### config.mk
export PLATFORM = sky130hd
export DESIGN_NAME = grid_match_top_k_selector
export DESIGN_NICKNAME = d
export VERILOG_FILES = /design/src/rtl/gmtk_pkg.sv /design/src/rtl/gmtk_score.sv /design/src/rtl/gmtk_rank.sv /design/src/rtl/grid_match_top_k_selector.sv
export SDC_FILE = /design/constraint.sdc
export NUM_CORES = 2
export LEC_CHECK = 0
export ABC_CLOCK_PERIOD_IN_PS = 7300
export BUFFER_PORTS_ARGS = -buffer_cell sky130_fd_sc_hd__buf_4
export CORE_MARGIN = 5
export CORE_UTILIZATION = 57
export CTS_CLUSTER_SIZE = 40
export DETAILED_ROUTE_END_ITERATION = 8
export PLACE_DENSITY_LB_ADDON = 0.25
export SETUP_SLACK_MARGIN = 0.2
export SLEW_MARGIN = 20
export SYNTH_ARGS = -nofsm -noshare
export SYNTH_HDL_FRONTEND = slang
export SYNTH_HIERARCHICAL = 1
export SYNTH_SLANG_ARGS = --single-unit
export TNS_END_PERCENT = 5
### constraint.sdc
create_clock -name clk -period 7.3 [get_ports clk]
set_clock_uncertainty 0.05 [all_clocks]
set_input_delay 0.73 -clock clk [delete_from_list [all_inputs] [get_ports clk]]
set_output_delay 0.73 -clock clk [all_outputs]
set_load 0.05 [all_outputs]
### src/rtl/gmtk_pkg.sv
// Shared constants, types and helpers for the grid match top-k selector.
// Used by every module in this folder; depends on nothing else.
package gmtk_pkg;

	localparam int MAX_TILES      = 256;
	localparam int TOP_K          = 10;
	localparam int MAX_CANDIDATES = 1023;

	localparam int DIM_W   = 5;
	localparam int TILE_W  = 8;
	localparam int MODE_W  = 2;
	localparam int POS_W   = $clog2(MAX_TILES);
	localparam int SIZE_W  = $clog2(MAX_TILES + 1);
	localparam int SCORE_W = 9;
	localparam int NUM_W   = 10;
	localparam int SLOT_W  = 4;
	localparam int IDX_W   = $clog2(TOP_K);
	localparam int FILL_W  = $clog2(TOP_K + 1);
	localparam int ODATA_W = 24;

	localparam logic [MODE_W-1:0] MODE_REF    = 2'd0;
	localparam logic [MODE_W-1:0] MODE_CAND   = 2'd1;
	localparam logic [MODE_W-1:0] MODE_REPORT = 2'd2;

	localparam logic REG_ROWS = 1'b0;
	localparam logic REG_COLS = 1'b1;

	localparam logic [DIM_W-1:0] DIM_MIN   = 5'd1;
	localparam logic [DIM_W-1:0] DIM_MAX   = 5'd16;
	localparam logic [DIM_W-1:0] DIM_RESET = 5'd4;

	// A finished candidate handed from the scoring side to the ranking side.
	typedef struct packed {
		logic               valid;
		logic [SCORE_W-1:0] score;
	} close_t;

	function automatic logic [DIM_W-1:0] clamp_dim(input logic [DIM_W-1:0] v);
		logic [DIM_W-1:0] r;
		r = v;
		if (v < DIM_MIN) r = DIM_MIN;
		if (v > DIM_MAX) r = DIM_MAX;
		return r;
	endfunction

	function automatic logic [SIZE_W-1:0] grid_size(input logic [DIM_W-1:0] rows,
			input logic [DIM_W-1:0] cols);
		logic [2*DIM_W-1:0] prod;
		prod = clamp_dim(rows) * clamp_dim(cols);
		if (prod > (2*DIM_W)'(MAX_TILES)) prod = (2*DIM_W)'(MAX_TILES);
		return SIZE_W'(prod);
	endfunction

endpackage

### src/rtl/gmtk_score.sv
// Reference tile memory and candidate scoring: loads the reference grid and
// compares candidate tiles against it. Depends on gmtk_pkg.
module gmtk_score import gmtk_pkg::*; (
	input  logic               clk,
	input  logic               arst_n,
	input  logic               beat_valid,
	input  logic [MODE_W-1:0]  mode,
	input  logic [TILE_W-1:0]  tile,
	input  logic [SIZE_W-1:0]  size,
	output logic               busy,
	output close_t             close
);

	logic [TILE_W-1:0] ref_mem [MAX_TILES];
	logic [TILE_W-1:0] rd_data_s1;
	logic [TILE_W-1:0] tile_s1;
	logic              cmp_s1;
	logic [POS_W-1:0]  ref_pos_q;
	logic [POS_W-1:0]  cand_pos_q;
	logic [SCORE_W-1:0] score_q;

	logic               ref_we;
	logic               cand_re;
	logic               ref_wrap;
	logic               cand_last;
	logic [SCORE_W-1:0] new_score;

	assign ref_we    = beat_valid && (mode == MODE_REF);
	assign cand_re   = beat_valid && (mode == MODE_CAND);
	assign ref_wrap  = ({1'b0, ref_pos_q} + SIZE_W'(1)) >= size;
	assign cand_last = ({1'b0, cand_pos_q} + SIZE_W'(1)) >= size;
	assign new_score = score_q + SCORE_W'(rd_data_s1 == tile_s1);

	assign busy        = cmp_s1;
	assign close.valid = cmp_s1 && cand_last;
	assign close.score = new_score;

	always_ff @(posedge clk) begin
		if (ref_we) begin
			ref_mem[ref_pos_q] <= tile;
		end
		if (cand_re) begin
			rd_data_s1 <= ref_mem[cand_pos_q];
			tile_s1    <= tile;
		end
	end

	always_ff @(posedge clk or negedge arst_n) begin
		if (!arst_n) begin
			cmp_s1     <= 1'b0;
			ref_pos_q  <= '0;
			cand_pos_q <= '0;
			score_q    <= '0;
		end else begin
			cmp_s1 <= cand_re;
			if (ref_we) begin
				ref_pos_q <= ref_wrap ? '0 : ref_pos_q + POS_W'(1);
			end
			// The compare runs the cycle after the read; the grid closes on its last tile.
			if (cmp_s1) begin
				if (cand_last) begin
					cand_pos_q <= '0;
					score_q    <= '0;
				end else begin
					cand_pos_q <= cand_pos_q + POS_W'(1);
					score_q    <= new_score;
				end
			end
		end
	end

	a_cmp_one_cycle: assert property (@(posedge clk) disable iff (!arst_n)
		cmp_s1 |=> !cmp_s1) else $error("compare stage held for more than one cycle");
	a_no_beat_in_cmp: assert property (@(posedge clk) disable iff (!arst_n)
		cmp_s1 |-> !beat_valid) else $error("beat accepted while a compare is pending");

endmodule

### src/rtl/gmtk_rank.sv
// Top-k list memory with the minimum scan, replacement and report readout.
// Depends on gmtk_pkg.
module gmtk_rank import gmtk_pkg::*; (
	input  logic               clk,
	input  logic               arst_n,
	input  close_t             close,
	input  logic               rep_start,
	output logic               busy,
	output logic               m_tvalid,
	input  logic               m_tready,
	output logic [ODATA_W-1:0] m_tdata,  // rank_slot[3:0], candidate_number[13:4], match_score[22:14]
	output logic               m_tuser,  // entry_valid
	output logic               m_tlast
);

	localparam logic [2:0] ST_IDLE   = 3'd0;
	localparam logic [2:0] ST_SCAN   = 3'd1;
	localparam logic [2:0] ST_DRAIN  = 3'd2;
	localparam logic [2:0] ST_DECIDE = 3'd3;
	localparam logic [2:0] ST_REP_RD = 3'd4;
	localparam logic [2:0] ST_REP_LD = 3'd5;

	localparam logic [IDX_W-1:0] LAST_IDX = IDX_W'(TOP_K - 1);

	logic [NUM_W+SCORE_W-1:0] kept_mem [TOP_K];

	logic [2:0]          state_q;
	logic [IDX_W-1:0]    slot_q;
	logic [FILL_W-1:0]   filled_q;
	logic [NUM_W-1:0]    cnt_q;
	logic [SCORE_W-1:0]  off_score_q;
	logic [NUM_W-1:0]    off_num_q;
	logic [SCORE_W-1:0]  min_score_q;
	logic [IDX_W-1:0]    min_idx_q;
	logic                rd_vld_s1;
	logic [IDX_W-1:0]    rd_idx_s1;
	logic [NUM_W-1:0]    rd_num_s1;
	logic [SCORE_W-1:0]  rd_score_s1;

	logic                m_tvalid_q;
	logic [SLOT_W-1:0]   out_slot_q;
	logic                out_valid_q;
	logic [NUM_W-1:0]    out_num_q;
	logic [SCORE_W-1:0]  out_score_q;
	logic                out_last_q;

	logic                re;
	logic                we;
	logic [IDX_W-1:0]    waddr;
	logic [NUM_W-1:0]    wnum;
	logic [SCORE_W-1:0]  wscore;
	logic [NUM_W-1:0]    next_num;
	logic                list_full;
	logic                out_free;
	logic                slot_valid;

	assign next_num   = (cnt_q < NUM_W'(MAX_CANDIDATES)) ? cnt_q + NUM_W'(1) : cnt_q;
	assign list_full  = filled_q >= FILL_W'(TOP_K);
	assign out_free   = !m_tvalid_q || m_tready;
	assign slot_valid = FILL_W'(slot_q) < filled_q;
	assign re         = (state_q == ST_SCAN) || (state_q == ST_REP_RD);
	assign busy       = state_q != ST_IDLE;

	always_comb begin
		we     = 1'b0;
		waddr  = slot_q;
		wnum   = off_num_q;
		wscore = off_score_q;
		unique case (state_q)
			ST_IDLE: begin
				// While the list is filling, a closed candidate takes the next slot.
				if (close.valid && !list_full) begin
					we     = 1'b1;
					waddr  = IDX_W'(filled_q);
					wnum   = next_num;
					wscore = close.score;
				end
			end
			ST_DECIDE: begin
				if (off_score_q > min_score_q) begin
					we    = 1'b1;
					waddr = min_idx_q;
				end
			end
			ST_SCAN, ST_DRAIN, ST_REP_RD, ST_REP_LD: begin
			end
			default: begin
			end
		endcase
	end

	always_ff @(posedge clk) begin
		if (we) begin
			kept_mem[waddr] <= {wnum, wscore};
		end
		if (re) begin
			{rd_num_s1, rd_score_s1} <= kept_mem[slot_q];
			rd_idx_s1 <= slot_q;
		end
	end

	always_ff @(posedge clk or negedge arst_n) begin
		if (!arst_n) begin
			state_q     <= ST_IDLE;
			slot_q      <= '0;
			filled_q    <= '0;
			cnt_q       <= '0;
			rd_vld_s1   <= 1'b0;
			m_tvalid_q  <= 1'b0;
		end else begin
			rd_vld_s1 <= state_q == ST_SCAN;
			if ((state_q == ST_REP_LD) && out_free) begin
				m_tvalid_q <= 1'b1;
			end else if (m_tready) begin
				m_tvalid_q <= 1'b0;
			end
			unique case (state_q)
				ST_IDLE: begin
					if (close.valid) begin
						cnt_q <= next_num;
						if (!list_full) begin
							filled_q <= filled_q + FILL_W'(1);
						end else begin
							slot_q  <= '0;
							state_q <= ST_SCAN;
						end
					end else if (rep_start) begin
						slot_q  <= '0;
						state_q <= ST_REP_RD;
					end
				end
				ST_SCAN: begin
					if (slot_q == LAST_IDX) begin
						state_q <= ST_DRAIN;
					end else begin
						slot_q <= slot_q + IDX_W'(1);
					end
				end
				ST_DRAIN: begin
					state_q <= ST_DECIDE;
				end
				ST_DECIDE: begin
					state_q <= ST_IDLE;
				end
				ST_REP_RD: begin
					state_q <= ST_REP_LD;
				end
				ST_REP_LD: begin
					if (out_free) begin
						if (slot_q == LAST_IDX) begin
							filled_q <= '0;
							cnt_q    <= '0;
							state_q  <= ST_IDLE;
						end else begin
							slot_q  <= slot_q + IDX_W'(1);
							state_q <= ST_REP_RD;
						end
					end
				end
				default: begin
					state_q <= ST_IDLE;
				end
			endcase
		end
	end

	// Running minimum over the scan; the earliest slot wins a tie.
	always_ff @(posedge clk) begin
		if (state_q == ST_IDLE) begin
			off_num_q   <= next_num;
			off_score_q <= close.score;
		end
		if (rd_vld_s1 && ((rd_idx_s1 == '0) || (rd_score_s1 < min_score_q))) begin
			min_score_q <= rd_score_s1;
			min_idx_q   <= rd_idx_s1;
		end
		if ((state_q == ST_REP_LD) && out_free) begin
			out_slot_q  <= SLOT_W'(slot_q);
			out_valid_q <= slot_valid;
			out_num_q   <= slot_valid ? rd_num_s1 : '0;
			out_score_q <= slot_valid ? rd_score_s1 : '0;
			out_last_q  <= slot_q == LAST_IDX;
		end
	end

	assign m_tvalid = m_tvalid_q;
	assign m_tdata  = {(ODATA_W - SLOT_W - NUM_W - SCORE_W)'(0), out_score_q, out_num_q,
		out_slot_q};
	assign m_tuser  = out_valid_q;
	assign m_tlast  = out_last_q;

	a_close_when_idle: assert property (@(posedge clk) disable iff (!arst_n)
		close.valid |-> (state_q == ST_IDLE)) else $error("candidate closed while list busy");
	a_fill_bound: assert property (@(posedge clk) disable iff (!arst_n)
		filled_q <= FILL_W'(TOP_K)) else $error("fill count past list size");
	a_scan_data: assert property (@(posedge clk) disable iff (!arst_n)
		rd_vld_s1 |-> ($past(state_q) == ST_SCAN)) else $error("scan data without scan read");

endmodule

### src/rtl/grid_match_top_k_selector.sv
// Grid match top-k selector, top level: configuration registers, input beat
// decode and the scoring and ranking units. Depends on gmtk_pkg, gmtk_score, gmtk_rank.
//
// A reference-load beat (tuser 0) is written into the reference memory. A
// candidate beat (tuser 1) has two steps: the reference memory is read, then
// the tile is compared. On the last tile of a candidate the new entry is
// written during the compare while the list is filling; once all ten slots
// are held, the ranking unit scans: the list memory is read one slot per
// cycle, a drain state lets the last read land, and a decide state decides
// and writes. A report beat (tuser 2) produces ten result beats in slot
// order, each from a read state and a load state that waits out any output
// stall, and the list is empty afterwards. Input is not accepted while either
// unit is busy. Writes to the grid size take effect on the next beat.
module grid_match_top_k_selector import gmtk_pkg::*; (
	input  logic               clk,
	input  logic               arst_n,
	input  logic               s_tvalid,
	output logic               s_tready,
	input  logic [TILE_W-1:0]  s_tdata,   // tile[7:0]
	input  logic [MODE_W-1:0]  s_tuser,   // mode[1:0]
	output logic               m_tvalid,
	input  logic               m_tready,
	output logic [ODATA_W-1:0] m_tdata,   // rank_slot[3:0], candidate_number[13:4],
	                                      // match_score[22:14], zero fill above
	output logic               m_tuser,   // entry_valid
	output logic               m_tlast,
	input  logic               cfg_we,
	input  logic               cfg_index,
	input  logic [DIM_W-1:0]   cfg_wdata
);

	logic [DIM_W-1:0]  rows_q;
	logic [DIM_W-1:0]  cols_q;
	logic [SIZE_W-1:0] size;
	logic              accept;
	logic              score_busy;
	logic              rank_busy;
	close_t            close;

	always_ff @(posedge clk or negedge arst_n) begin
		if (!arst_n) begin
			rows_q <= DIM_RESET;
			cols_q <= DIM_RESET;
		end else if (cfg_we) begin
			unique case (cfg_index)
				REG_ROWS: rows_q <= cfg_wdata;
				REG_COLS: cols_q <= cfg_wdata;
				default: begin
				end
			endcase
		end
	end

	assign size     = grid_size(rows_q, cols_q);
	assign s_tready = !score_busy && !rank_busy;
	assign accept   = s_tvalid && s_tready;

	gmtk_score u_score (
		.clk        (clk),
		.arst_n     (arst_n),
		.beat_valid (accept),
		.mode       (s_tuser),
		.tile       (s_tdata),
		.size       (size),
		.busy       (score_busy),
		.close      (close)
	);

	gmtk_rank u_rank (
		.clk       (clk),
		.arst_n    (arst_n),
		.close     (close),
		.rep_start (accept && (s_tuser == MODE_REPORT)),
		.busy      (rank_busy),
		.m_tvalid  (m_tvalid),
		.m_tready  (m_tready),
		.m_tdata   (m_tdata),
		.m_tuser   (m_tuser),
		.m_tlast   (m_tlast)
	);

endmodule
==> run_results.csv <==
group,metric,value,unit
outcome,status,"completed",
synth,synth_nets,4718,
synth,synth_edf_count,2334,
clock_network,clk_transition_reported_paths,0.06,ns
finish,num-fill-cells,10879,
setup_path,arrival,7.36,ns
synth,syn_area,94440,um^2
floorplan,rows,149,
clock_network,htree_levels,4,
finish,final_core_util,63.94,%
power,power.density,332.1,nW/um^2
floorplan,initial_core_util,57.31,%
setup_path,cp_max_fo,10,
synth,seq_area_frac_synth,75.78,%
sta,finalHoldViolations,0,
synth,netlist_instances,4620,
sta,fin_crit_sh,94.30,%
routing,viasPerCell,6.565,
setup_path,crit_type,"register to register",
global_route,grt_max_degree,173,
clock_network,cts_tree,"yes",
global_route,gr-usage-all-layers,24.74,%
setup_path,startpoint_type,"register",
sta,layout_min_cycle_time,6.884,ns
synth,synth-seq-cells,2393,
setup_path,reg2reg_slack,0.42,ns
global_route,grt_overflow_total,0,
floorplan,die_h,417.0,um
floorplan,dieArea,173900,um^2
placement,dp.final_hpwl,126000,um
placement,gp_congestion,0.8333,
routing,routed-via-count,46901,
global_route,grt_pass1_wl,315600,um
sta,worst_pin_slew,1.262,ns
clock_network,cts_buffers,227,
power,vdd_drop_max,0.3592,mV
placement,numPortBuffers,47,
sta,setup_ws,0.4162,ns
sta,max-slew-margin-rel,15.79,%
setup_path,cpMaxStageDelayCell,"fa_1",
routing,routed_wl,216100,um
clock_network,cts_buffer_depth,3,
synth,ys.flop_type,"edfxtp_1",
synth,syn_area_per_cell,20.44,um^2
setup_path,worst_setup_path_end_kind,"register",
setup_path,required,7.78,ns
routing,drt-wirelength-per-cell,30.25,um
sta,fmax,145.3,MHz
finish,drive_gt1_share,23.14,%
worst_hold_path,hold_path.class,"primary input to register",
synth,ys.warnings.count,6,
floorplan,core-area,164800,um^2
floorplan,ios,49,
routing,ant_nets,0,
sta,setup_viol,0,
clock_network,clk_latency,0.87,ns
placement,dp.cells,6687,
setup_path,cp_common_cell,"fa_1",
clock_network,clock_sinks,2393,
synth,synth_common_cells,"edfxtp_1 (2334), mux4_2 (546), nor2_1 (305)",
sta,rsz0062_at_grt,"no",
synth,ys_types,76,
synth,synth_top_cell_by_area,"edfxtp_1",
routing,firstDrtPassIters,5,
placement,dp_worst_setup_slack,-0.2448,ns
clock_network,root_buffer,"clkbuf_16",
synth,synth_most_common_cell,"edfxtp_1",
synth,synth_area_leaders,"edfxtp_1 (74%), mux4_2 (13%), dfrtp_1 (1.5%), nor2_1 (1.2%), ha_1 (0.90%)",
global_route,grt_pass1_vias,46701,
floorplan,fp.dieW,417.0,um
synth,async_reset_ff_share,2.466,%
routing,drt_iter0_drc,5548,
flow_run,max_cap_violations,0,
synth,netlist.area_leader.share,74.21,%
power,p_leak,0.03297,uW
setup_path,slowest_delay,0.57,ns
global_route,antenna_found_initial,7,
sta,maxSlewViolCount,0,
routing,drc_errors,0,
finish,syn2layout_area_growth,11.59,%
finish,nets,4864,
finish,finalNonFillerCells,7144,
[kinds of logic (layout without fill, tap and decap cells)]
kind of cell	Yosys count	after routing	share of synthesized area [%]
other cells	1	4	0.003971
compound gates	506	506	3.936
xor+xnor	37	37	0.3431
mux	622	622	13.86
simple gates	659	659	3.306
flops	2393	2393	75.78
fa+ha+maj	77	77	1.092
buf+inv	325	657	1.684
[layout by cell type (no fill, tap or decap), types with 53 or more instances in the layout]
cell type,instances
mux4_2,546
and2_1,56
mux2i_1,53
clkbuf_16,235
a21oi_1,67
ha_1,67
a221oi_1,63
buf_4,137
nand2_1,82
inv_1,58
a22o_1,76
edfxtp_1,2334
a22oi_1,94
nor2_1,301
[where the power goes]
part           total (uW)  internal (uW)  switching [uW]
logic                7530           3440            4090
registers           15900          15500             393
clock network       11600           6620            4970
total               35000          25500            9450
[worst max-delay path: cells and delay by family (launching register included)]
kind	cells	cell delay [ns]
AOI/OAI and AO/OA	10	1.72
adders and majority gates	5	2.03
buffers and inverters	8	1.03
DFF	1	0.45
and+or+nand+nor	8	1.30
[per-stage QoR]
step | TNS, ns | total power, uW | instance area (um^2) | hold slack [ns]
floorplan | -2.644 | 21640 | 94490 | 0.3669
global placement | -3.879 | 23580 | 97400 | 0.3753
detailed placement | -29.19 | 23660 | 97410 | 0.3848
CTS | 0 | 35200 | 104900 | 0.01813
global route | 0 | 36370 | 105400 | 0.05871
finish | 0 | 35000 | 105400 | 0.08020
[sequential cells by signal, indices dropped and copies added (netlist names), 4 cells and up]
name                cells
u_score/ref_pos_q       8
u_rank/slot_q           4
u_rank/filled_q         4
u_score/ref_mem      2048
rows_q                  5
u_rank/off_num_q       10
u_score/cand_pos_q      8
u_rank/kept_mem       190
cols_q                  5
u_rank/rd_num_s1       10
u_rank/out_slot_q       4
u_rank/min_idx_q        4
u_score/rd_data_s1      8
u_rank/rd_idx_s1        4
u_rank/rd_score_s1      9
u_score/tile_s1         8
u_rank/out_num_q       10
u_rank/out_score_q      9
u_rank/off_score_q      9
u_score/score_q         9
u_rank/min_score_q      9
u_rank/cnt_q           10
[what timing repair did]
item	in CTS	in global routing
pin swaps	1	18
endpoints found under the setup margin	190	199
resized for setup	3	26
hold endpoints to repair	57	0
cloned	0	10
hold buffers	1	0
setup buffers	2	25
[worst paths after layout]
check / from / endpoint / depth (start not counted)
max: rows_q[3] / u_rank/kept_mem[1][0] / 31
min: cfg_wdata[4] / rows_q[4] / 3
max reg2reg: rows_q[3] / u_rank/kept_mem[1][0] / 31
min reg2reg: u_rank/rd_idx_s1[0] / u_rank/min_idx_q[0] / 0
max in group asynchronous: arst_n / u_score/cand_pos_q[0] / 2
min in group asynchronous: arst_n / u_rank/m_tvalid / 2
[area by class of cell]
class	count	area [um^2]	share of cell area, %
diodes	3	7.507	0.007124
clock buffers	283	5974	5.669
clock inverters	132	1426	1.354
inverters	59	234.0	0.2220
multi-input cells	1902	21590	20.49
flip-flops and latches	2393	71580	67.93
well taps	2189	2739	2.599
repair buffers	183	1823	1.730
[per-layer routing]
metal  GRT usage [%]  wire length [um]  vias up
met5          0.3334               161        -
met4           8.646              8036        6
met3           6.992             21560      432
met2           37.99            102600     2401
met1           34.71             83770    24616
li1                -                 -    19446
(Power assumes the default switching activity.)
